[config.mk]
export PLATFORM = sky130hd
export DESIGN_NAME = ascii_integer_token_parser
export DESIGN_NICKNAME = d
export VERILOG_FILES = /design/src/sv/aitp_pkg.sv /design/src/sv/ascii_integer_token_parser.sv
export VERILOG_INCLUDE_DIRS = /design/src /design/src/sv
export SDC_FILE = /design/constraint.sdc
export NUM_CORES = 1
export LEC_CHECK = 0
export ABC_AREA = 1
export CAP_MARGIN = 15
export CORE_ASPECT_RATIO = 1.75
export CORE_MARGIN = 5
export CORE_UTILIZATION = 36
export DETAILED_ROUTE_END_ITERATION = 12
export DONT_BUFFER_PORTS = 1
export PLACE_DENSITY = 0.55
export SYNTH_ARGS = -nofsm -noshare
export SYNTH_HDL_FRONTEND = slang
export SYNTH_SLANG_ARGS = --single-unit
[constraint.sdc]
create_clock -name i_clk -period 4.2 [get_ports i_clk]
set_input_delay 0.21 -clock i_clk [delete_from_list [all_inputs] [get_ports i_clk]]
set_output_delay 0.21 -clock i_clk [all_outputs]
set_load 0.005 [all_outputs]
[src/sv/ascii_integer_token_parser_macros.svh]
// ----------------------------------------------------------------------------
// ascii_integer_token_parser_macros
// assertion macros shared by the token parser rtl
// ----------------------------------------------------------------------------
`ifndef ASCII_INTEGER_TOKEN_PARSER_MACROS_SVH
`define ASCII_INTEGER_TOKEN_PARSER_MACROS_SVH

// same-cycle implication, disabled while reset is low
`define AITP_ASSERT_SAME(label, clk, rst_n, ante, cons) \
    label: assert property (@(posedge clk) disable iff (!rst_n) (ante) |-> (cons)) \
        else $error("token parser check failed");

// next-cycle implication, disabled while reset is low
`define AITP_ASSERT_NEXT(label, clk, rst_n, ante, cons) \
    label: assert property (@(posedge clk) disable iff (!rst_n) (ante) |=> (cons)) \
        else $error("token parser check failed");

`endif

[src/sv/aitp_pkg.sv]
// ----------------------------------------------------------------------------
// aitp_pkg
// constants and types for the ascii integer token parser
// ----------------------------------------------------------------------------
`default_nettype none

package aitp_pkg;

    localparam int unsigned VALUE_WIDTH_DEF = 32;

    typedef logic [7:0] t_byte;
    typedef logic [1:0] t_mode;

    // number modes
    localparam t_mode MODE_SDEC = 2'd0;
    localparam t_mode MODE_UDEC = 2'd1;
    localparam t_mode MODE_HEX  = 2'd2;

    // character codes
    localparam t_byte CH_0     = 8'h30;
    localparam t_byte CH_9     = 8'h39;
    localparam t_byte CH_A     = 8'h41;
    localparam t_byte CH_F     = 8'h46;
    localparam t_byte CH_MINUS = 8'h2D;
    localparam t_byte CH_SPACE = 8'h20;
    localparam t_byte CH_TAB   = 8'h09;
    localparam t_byte CH_LF    = 8'h0A;
    localparam t_byte CH_VT    = 8'h0B;
    localparam t_byte CH_FF    = 8'h0C;
    localparam t_byte CH_CR    = 8'h0D;

    function automatic logic is_blank(input t_byte b);
        return (b == CH_SPACE) || (b == CH_TAB) || (b == CH_LF) ||
               (b == CH_VT) || (b == CH_FF) || (b == CH_CR);
    endfunction

endpackage

`default_nettype wire

[src/sv/ascii_integer_token_parser.sv]
// ----------------------------------------------------------------------------
// ascii_integer_token_parser
// parses signed/unsigned decimal and upper-case hex integer tokens from a
// byte stream, one byte per transfer, one result per finished token
// ----------------------------------------------------------------------------
//  channel  | direction | signals
//  ---------+-----------+----------------------------------------------------
//  input    | sink      | i_valid o_ready i_char_byte i_number_mode
//  result   | source    | o_valid i_ready o_number_value o_token_valid
//           |           | o_end_byte
//
//  one byte per cycle sustained, but a stalled result holds a byte ending a
//  token; input register, then token logic, then the result register
//  the token state loop is one shift-add of VALUE_WIDTH bits per cycle
//  synchronous active-low reset clears token state and both valid flags
//  a stalled result blocks only bytes that end a token; digits keep flowing
// ----------------------------------------------------------------------------
`default_nettype none

module ascii_integer_token_parser #(
    parameter int unsigned VALUE_WIDTH = aitp_pkg::VALUE_WIDTH_DEF
) (
    input  wire logic                          i_clk,
    input  wire logic                          i_rst_n,
    input  wire logic                          i_valid,
    output logic                               o_ready,
    input  wire logic [7:0]                    i_char_byte,
    input  wire logic [1:0]                    i_number_mode,
    output logic                               o_valid,
    input  wire logic                          i_ready,
    output logic signed [VALUE_WIDTH-1:0]      o_number_value,
    output logic                               o_token_valid,
    output logic [7:0]                         o_end_byte
);

    import aitp_pkg::*;

    `include "ascii_integer_token_parser_macros.svh"

    // input register
    logic                   r_in_valid;
    t_byte                  r_byte;
    t_mode                  r_mode;

    // token state
    logic                   r_in_token;
    logic                   r_minus;
    logic [VALUE_WIDTH-1:0] r_acc;

    // result register
    logic                   r_out_valid;
    logic [VALUE_WIDTH-1:0] r_out_value;
    logic                   r_out_tvalid;
    t_byte                  r_out_byte;

    logic                   w_hex;
    logic                   w_signed;
    logic                   w_is_dig;
    logic                   w_is_hexl;
    logic                   w_skip;
    logic                   w_minus;
    logic                   w_emit;
    logic                   w_advance;
    logic [3:0]             w_digit;
    logic [VALUE_WIDTH-1:0] w_digit_ext;
    logic [VALUE_WIDTH-1:0] n_acc;
    logic [VALUE_WIDTH-1:0] w_value;

    always_comb begin
        w_hex     = r_mode[1];
        w_signed  = (r_mode == MODE_SDEC);
        w_is_dig  = (r_byte >= CH_0) && (r_byte <= CH_9);
        w_is_hexl = w_hex && (r_byte >= CH_A) && (r_byte <= CH_F);
        w_skip    = !r_in_token && is_blank(r_byte);
        w_minus   = !r_in_token && w_signed && (r_byte == CH_MINUS);
        w_emit    = !w_skip && !w_is_dig && !w_is_hexl && !w_minus;

        if (w_is_dig) begin
            w_digit = 4'(r_byte - CH_0);
        end else begin
            w_digit = 4'(r_byte - CH_A + 8'd10);
        end
        w_digit_ext = {{(VALUE_WIDTH-4){1'b0}}, w_digit};

        if (w_hex) begin
            n_acc = {r_acc[VALUE_WIDTH-5:0], w_digit};
        end else begin
            n_acc = {r_acc[VALUE_WIDTH-4:0], 3'b000} + {r_acc[VALUE_WIDTH-2:0], 1'b0}
                    + w_digit_ext;
        end

        w_value = r_minus ? ({VALUE_WIDTH{1'b0}} - r_acc) : r_acc;

        w_advance = r_in_valid && (!w_emit || !r_out_valid || i_ready);
        o_ready   = !r_in_valid || w_advance;
    end

    always_ff @(posedge i_clk) begin
        if (!i_rst_n) begin
            r_in_valid  <= 1'b0;
            r_in_token  <= 1'b0;
            r_minus     <= 1'b0;
            r_acc       <= '0;
            r_out_valid <= 1'b0;
        end else begin
            if (o_ready) begin
                r_in_valid <= i_valid;
            end

            if (w_advance && w_emit) begin
                r_out_valid <= 1'b1;
            end else if (r_out_valid && i_ready) begin
                r_out_valid <= 1'b0;
            end

            if (w_advance) begin
                priority if (w_skip) begin
                    r_in_token <= r_in_token;
                end else if (w_is_dig || w_is_hexl) begin
                    r_acc      <= n_acc;
                    r_in_token <= 1'b1;
                end else if (w_minus) begin
                    r_minus    <= 1'b1;
                    r_in_token <= 1'b1;
                end else begin
                    r_in_token  <= 1'b0;
                    r_minus     <= 1'b0;
                    r_acc       <= '0;
                end
            end
        end
    end

    // payload registers
    always_ff @(posedge i_clk) begin
        if (o_ready && i_valid) begin
            r_byte <= i_char_byte;
            r_mode <= i_number_mode;
        end
        if (w_advance && w_emit) begin
            r_out_value  <= w_value;
            r_out_tvalid <= r_in_token;
            r_out_byte   <= r_byte;
        end
    end

    assign o_valid        = r_out_valid;
    assign o_number_value = r_out_value;
    assign o_token_valid  = r_out_tvalid;
    assign o_end_byte     = r_out_byte;

    `AITP_ASSERT_NEXT(a_emit_clears, i_clk, i_rst_n, w_advance && w_emit, !r_in_token && !r_minus && (r_acc == '0))
    `AITP_ASSERT_SAME(a_minus_in_token, i_clk, i_rst_n, r_minus, r_in_token)
    `AITP_ASSERT_SAME(a_stall_cause, i_clk, i_rst_n, r_in_valid && !w_advance, r_out_valid && !i_ready && w_emit)
    `AITP_ASSERT_SAME(a_empty_token_zero, i_clk, i_rst_n, r_out_valid && !r_out_tvalid, r_out_value == '0)

endmodule

`default_nettype wire
# [Word-level counts from Yosys, hierarchy flattened]
# Index checks and enable logic that the tools add are counted.
[op_classes] n_addsub=6 n_lt_le_gt_ge=4 n_eq_ne=8 muxes=9 bitwise=2 n_reduce_logical=35
[ops] cell="32-bit 2-to-1 mux" count=4
[ops] cell="8-bit by 4-bit equality test with 1-bit output, second input constant" count=5
[ops] cell="32-bit adder" count=1
[ops] cell="32-bit by 4-bit adder with 32-bit output" count=1
[ops] cell="1-bit by 32-bit subtractor with 32-bit output, first input constant" count=1
[ops] cell="8-bit by 6-bit equality test with 1-bit output, second input constant" count=2
[ops] cell="1-bit logical AND" count=13
[ops] cell="1-bit logical OR" count=9
[ops] cell="8-bit by 6-bit greater-or-equal comparator with 1-bit output, second input constant" count=1
[ops] cell="8-bit by 7-bit greater-or-equal comparator with 1-bit output, second input constant" count=1
[ops] cell="8-bit by 6-bit less-or-equal comparator with 1-bit output, second input constant" count=1
[ops] cell="8-bit by 7-bit less-or-equal comparator with 1-bit output, second input constant" count=1
[ops] cell="1-bit zero test" count=8
[ops] cell="4-bit by 1-bit subtractor with 4-bit output, second input constant" count=2
[ops] cell="3-bit AND reduction" count=2
[ops] cell="4-bit adder, second input constant" count=1
[ops] cell="1-bit 2-to-1 mux" count=4
[ops] cell="4-bit 2-to-1 mux" count=1
[ops] cell="2-bit zero test" count=1
[ops] cell="2-bit by 1-bit != test with 1-bit output, second input constant" count=1
[ops] cell="1-bit inverter" count=2
[ops] cell="2-bit AND reduction" count=1
[ops] cell="2-bit nonzero test" count=1
[totals] register_bits=87 input_bits=14 out_inout_bits=43 word_cells=74

# [Longest topological paths before layout]
[depth] word_depth=17 depth_mapped=23 depth_no_buf=23

# [Least setup slack after synthesis]
# No wires, ideal clock.
[synth_path] path_type="register to register" startpoint="reg r_byte[0]" endpoint="reg r_out_byte[0], in the netlist o_end_byte[0], enable pin" setup_ps=442 t_arrival_ps=3128 setup_slack_ps=630 path_stages_with_launch=9 synth_period_minus_slack_ps=3570 cell_sequence="edfxtp_1 > ha_1 > inv_1 > nand3_1 > nand3_4 > nand2_4 > nor2_1 > inv_1 > nor2_1"
[synth_via] elab_chain_len=16 word_cells_on_any_way=33 cone_classes="order compare (4); eq/ne (7); reduce/logical (22)"
[synth_lines] item="start, declared" line_no="ascii_integer_token_parser.sv:42" text="t_byte r_byte;"
[synth_lines] item="start signal, assigned" line_no="ascii_integer_token_parser.sv:137" text="r_byte <= i_char_byte;"
[synth_lines] item="8-bit by 6-bit equality test with 1-bit output / 8-bit by 4-bit equality test with 1-bit output (equally long branches)" line_no="aitp_pkg.sv:33" text="return (b == CH_SPACE) || (b == CH_TAB) || (b == CH_LF) ||"
[synth_lines] item="1-bit logical OR (3 in a row)" line_no="aitp_pkg.sv:33"
[synth_lines] item="1-bit logical OR (2 in a row)" line_no="aitp_pkg.sv:34" text="(b == CH_VT) || (b == CH_FF) || (b == CH_CR);"
[synth_lines] item="1-bit logical AND" line_no="ascii_integer_token_parser.sv:74" text="w_skip = !r_in_token && is_blank(r_byte);"
[synth_lines] item="1-bit zero test" line_no="ascii_integer_token_parser.sv:76" text="w_emit = !w_skip && !w_is_dig && !w_is_hexl && !w_minus;"
[synth_lines] item="1-bit logical AND (2 in a row)" line_no="ascii_integer_token_parser.sv:76"
[synth_lines] item="1-bit logical AND *" line_no="ascii_integer_token_parser.sv:76"
[synth_lines] item="1-bit zero test" line_no="ascii_integer_token_parser.sv:94" text="w_advance = r_in_valid && (!w_emit || !r_out_valid || i_ready);"
[synth_lines] item="1-bit logical OR (2 in a row)" line_no="ascii_integer_token_parser.sv:94"
[synth_lines] item="1-bit logical AND" line_no="ascii_integer_token_parser.sv:94"
[synth_lines] item="1-bit logical AND *" line_no="ascii_integer_token_parser.sv:140" text="if (w_advance && w_emit) begin"
[synth_lines] item="end signal, assigned" line_no="ascii_integer_token_parser.sv:143" text="r_out_byte <= r_byte;"
[synth_lines] item="end, declared" line_no="ascii_integer_token_parser.sv:54" text="t_byte r_out_byte;"
# Mark *: on every way between the ends. The rest lies on a longest branch, timed or not.
# A chain may end at the register's enable or synchronous reset.

# [Final worst setup path]
[layout_path] startpoint="reg r_byte[1]" endpoint="reg r_acc[30]"
[layout_via] elab_chain_len=16 word_cells_on_any_way=43 cone_classes="add/sub (4); order compare (4); eq/ne (8); mux (3); bitwise (1); reduce/logical (23)"
[layout_lines] item="branches (longest 16 deep; another with 32-bit by 4-bit adder with 32-bit output)"
[layout_lines] item="end signal, assigned" line_no="ascii_integer_token_parser.sv:120" text="r_acc <= n_acc;"
[layout_lines] item="end, declared" line_no="ascii_integer_token_parser.sv:48" text="logic [VALUE_WIDTH-1:0] r_acc;"
# Parallel ways; which one is timed is not known.

==> flow_results.org <==
** Final layout
- The filler cells instantiated in the layout total roughly 2k.
- Final #Nets :: roughly 1.1k
- Post-route core utilization :: ~40%
- In the final layout, the share of cells above drive strength 1 is 5.103%.
- 0 antenna diodes ended up in the layout.
- Syn-to-layout area delta :: 9.504%

** Timing
- Final-report setup violation count :: 0
- Setup TNS Final :: 0 ns
- Setup repair after global routing left no endpoint under its margin.
- Static timing analysis puts the maximum clock frequency at 275.7 MHz.
- Number of hold-slack violations in the final timing report :: 0
- Worst-margin pin slew :: 0.9253 ns
- Post-route fraction of the period consumed by the critical path :: 86.37%
- The number of pins with negative max-slew slack in the final report came to 0.
- Skew final :: 0.009357 ns
- Worst slew margin relative to its limit :: 37.93%
- The routed design could run at a clock period as short as 3.627 ns.

** Die
- In this run the core area contains 67 standard-cell rows.
- Number of placed I/O pins :: 57
- Core region area :: 19110 sq um
- Measured along the y axis, the die boundary spans 194.0 um.
- Initial Utilization :: 36.44%
- Floorplan die area :: 22340 sq um
- Measured along the x axis, the die boundary spans approximately 120 um.

** Synthesis
- Syn avg cell area :: a little under 7 sq um
- After synthesis the cells add up to 6964 sq um.
- After synthesis, flip-flops and latches occupy between 30% and 40% of the total area.
- Yosys top cell area share :: a little over a fifth
- After synthesis, the netlist uses 43 different library cells.
- Syn. warnings :: 0
- Dominant cells by area after synthesis :: sky130_fd_sc_hd__edfxtp_1 (22%), sky130_fd_sc_hd__nand2_1 (16%), sky130_fd_sc_hd__ha_1 (11%)
- In the synthesized netlist the dominant register cell turns out to be sky130_fd_sc_hd__edfxtp_1.
- Post-synthesis net count :: 1084
- Yosys top cell by area :: sky130_fd_sc_hd__edfxtp_1
- In the synthesized netlist the async set-or-reset flop fraction comes to 0%.
- Syn Inst Count :: 1004
- Number of flops mapped to enable cells by yosys :: just over 50
- Synthesis-stage register bit count :: 87

** Setup path
- Of all nets on the critical path, the largest fanout is 7.
- The worst setup path is captured at a register.
- Critical setup path kind :: reg -> reg
- Data arrives at the worst endpoint at approximately 3.8 ns.
- The worst setup path is launched from a register.
- Required time at the endpoint of the critical path :: 4.40 ns

** Pwr
- In this run the power density over the cells is 265.4 nW/um^2.
- Max VDD drop :: 0.0002994 V
- Static power due to leakage :: around 3.7 nW

** Routing
- Once detail routing completed, the nets flagged for antenna violations numbered 0.
- Dividing the detail-routed wire length by the instance count gives 15.66 um.
- Summed over all layers, the routed wires come to 19.73 mm.
- Total via count after detailed routing :: 6299
- Number of design-rule violations left by the first detailed-router iteration :: between 300 and 400
- Drt first pass iters :: 5
- For this run, design rule violations remaining after detail routing come to 0.
- Using the TritonRoute via totals, the vias-per-cell ratio works out to 4.999.

** Global route
- Overflow after GRT :: 0
- Maximum number of pins on one net before global-route repair :: 43
- Across every metal layer, demand over resource in global routing totals 18.00%.
- The via count of the first global-routing pass came to 6197.
- The initial antenna violation count was 0.
- First-pass GRT wire length :: 31.66 mm

** Clock tree
- The clock tree synthesis step divided the H-tree into 3 levels.
- Insertion delay of the later-clocked pin in the worst-skew pair :: 0.35 ns
- Buffer cell driving the clock tree root :: sky130_fd_sc_hd__clkbuf_16
- The tree built by TritonCTS fans out to 87 sinks.
- TritonCTS built the clock tree.
- The number of setup buffers added after CTS is 0.
- Buffer depth of the longest clock path :: 2
- In this run, CTS created clock tree buffers numbering 9.
- Clock-pin slew of the registers on the worst-case setup and hold paths :: 0.07 ns

** Placement
- Routability-driven placement finished with a final weighted congestion of 0.8853.
- Half-perimeter wire length after placement :: between 15 and 20 mm
- Input/output buffers :: 0

** Run
- Max-capacitance violation count :: 0

** Hold path
- Class of the worst hold path :: in -> reg

** Status
- Outcome :: finished, final reports clean
## placed cells by master (no fill, tap or decap), drive strengths merged
cell type and n:
a21o 1, a21oi 71, a31oi 2, and2 2, and3 1, buf 4
bufinv 1, clkbuf 10, clkinv 7, clkinvlp 1, dfxtp 36, dlygate4sd3 12
edfxtp 51, fa 2, ha 64, inv 163, nand2 310, nand3 77
nand3b 2, nand4 13, nor2 109, nor3 6, nor4 2, o211ai 2
o21ai 25, o21bai 1, o31ai 1, o41ai 1, or2 4, xnor2 7
xor2 31
## area by class of cell
class                      instances  area (sq um)  share of cell area (%)
tap                              241         301.5                   3.954
sequential                        87          2252                   29.53
clock inverter                     6         61.31                  0.8039
multi-input combinational        734          4009                   52.57
timing repair buffer              16         150.1                   1.969
inverter                         166         623.1                   8.171
clock buffer                      10         229.0                   3.002
## worst paths after layout
| check | start | to | slack, ns | cells past startpoint |
|---|---|---|---|---|
| max | r_byte[1] | r_acc[30] | 0.57 | 22 |
| min | i_valid | r_in_valid | 0.03 | 2 |
| min reg2reg | r_acc[31] | r_acc[31] | 0.49 | 2 |
| max reg2reg | r_byte[1] | r_acc[30] | 0.57 | 22 |
## Yosys cell counts (3+ instances only)
cell and instances:
sky130_fd_sc_hd__nand2_1 305, sky130_fd_sc_hd__inv_1 159, sky130_fd_sc_hd__nor2_1 95, sky130_fd_sc_hd__nand3_1 75, sky130_fd_sc_hd__a21oi_1 70, sky130_fd_sc_hd__ha_1 64
sky130_fd_sc_hd__edfxtp_1 51, sky130_fd_sc_hd__dfxtp_1 36, sky130_fd_sc_hd__xor2_1 31, sky130_fd_sc_hd__o21ai_0 20, sky130_fd_sc_hd__nor2_2 12, sky130_fd_sc_hd__clkbuf_1 11
sky130_fd_sc_hd__nand4_1 10, sky130_fd_sc_hd__xnor2_1 7, sky130_fd_sc_hd__nor3_1 5, sky130_fd_sc_hd__o21ai_1 5, sky130_fd_sc_hd__inv_2 4, sky130_fd_sc_hd__nand2_2 4
sky130_fd_sc_hd__clkinv_1 3, sky130_fd_sc_hd__nand4_4 3
## report_power, final
| part | internal, mW | switching (mW) | leakage [nW] |
|---|---|---|---|
| Clock | 0.458 | 0.333 | 0.140 |
| Combinational | 0.0804 | 0.164 | 2.78 |
| Sequential | 0.947 | 0.0410 | 0.779 |
## state kept, by name, summed over array words and instances, names as in the netlist
signal	count
r_byte	8
r_in_token	1
o_valid	1
o_token_valid	1
o_number_value	32
r_minus	1
o_end_byte	8
r_mode	2
r_in_valid	1
r_acc	32
## routing by layer
layer | vias to the layer above | track usage (%) | routed length, um | share of wire [%]
li1 | 3233 | - | - | -
met1 | 2899 | 19.88 | 7785 | 39
met2 | 126 | 33.70 | 10750 | 54
met3 | 41 | 2.124 | 525 | 2.7
met4 | 0 | 7.528 | 670 | 3.4
met5 | - | 0 | 0 | 0
## kinds of logic after synthesis
group                    after synthesis  share of synthesized area (%)
buffers and inverters                183                          10.20
AND/OR/NAND/NOR                      526                          32.81
AO/OA/AOI/OAI                        104                          7.797
adder cells (fa/ha/maj)               66                          12.07
flip-flops                            87                          32.34
XOR/XNOR                              38                          4.779
## timing repair
action / in CTS / in global routing
resized for setup: 0 / 0
endpoints found under the hold margin: 18 / 0
hold buffers: 12 / 0
## through the flow
step | cells | hold WS (ns) | setup WS, ns | total power [mW] | cell area (sq um)
floorplan | 1004 | 0.3089 | 0.6295 | 1.170 | 6964
global placement | 1232 | 0.3090 | 0.6368 | 1.241 | 7216
detailed placement | 1232 | 0.3089 | 0.5447 | 1.243 | 7216
CTS | 1260 | 0.03270 | 0.5334 | 2.034 | 7626
global route | 1260 | 0.03535 | 0.1502 | 2.106 | 7626
finish | 1260 | 0.03276 | 0.5725 | 2.024 | 7626
## critical path, stage by stage, from the launching register on
cell	delay [ns]
sky130_fd_sc_hd__edfxtp_1	0.44
sky130_fd_sc_hd__inv_1	0.14
sky130_fd_sc_hd__ha_1	0.18
sky130_fd_sc_hd__inv_1	0.08
sky130_fd_sc_hd__nand3_1	0.12
sky130_fd_sc_hd__nand3_4	0.15
sky130_fd_sc_hd__nand2_1	0.10
sky130_fd_sc_hd__xor2_1	0.21
sky130_fd_sc_hd__inv_1	0.07
sky130_fd_sc_hd__ha_1	0.27
sky130_fd_sc_hd__ha_1	0.21
sky130_fd_sc_hd__inv_1	0.07
sky130_fd_sc_hd__fa_1	0.40
sky130_fd_sc_hd__inv_1	0.11
sky130_fd_sc_hd__nand3_1	0.07
sky130_fd_sc_hd__nand3_1	0.18
sky130_fd_sc_hd__nand3_1	0.11
sky130_fd_sc_hd__nand3_1	0.17
sky130_fd_sc_hd__nand2_1	0.09
sky130_fd_sc_hd__nand3_1	0.09
sky130_fd_sc_hd__nand3_1	0.07
sky130_fd_sc_hd__nand2_1	0.09
sky130_fd_sc_hd__a21oi_1	0.05
(Power assumes the default switching activity.)
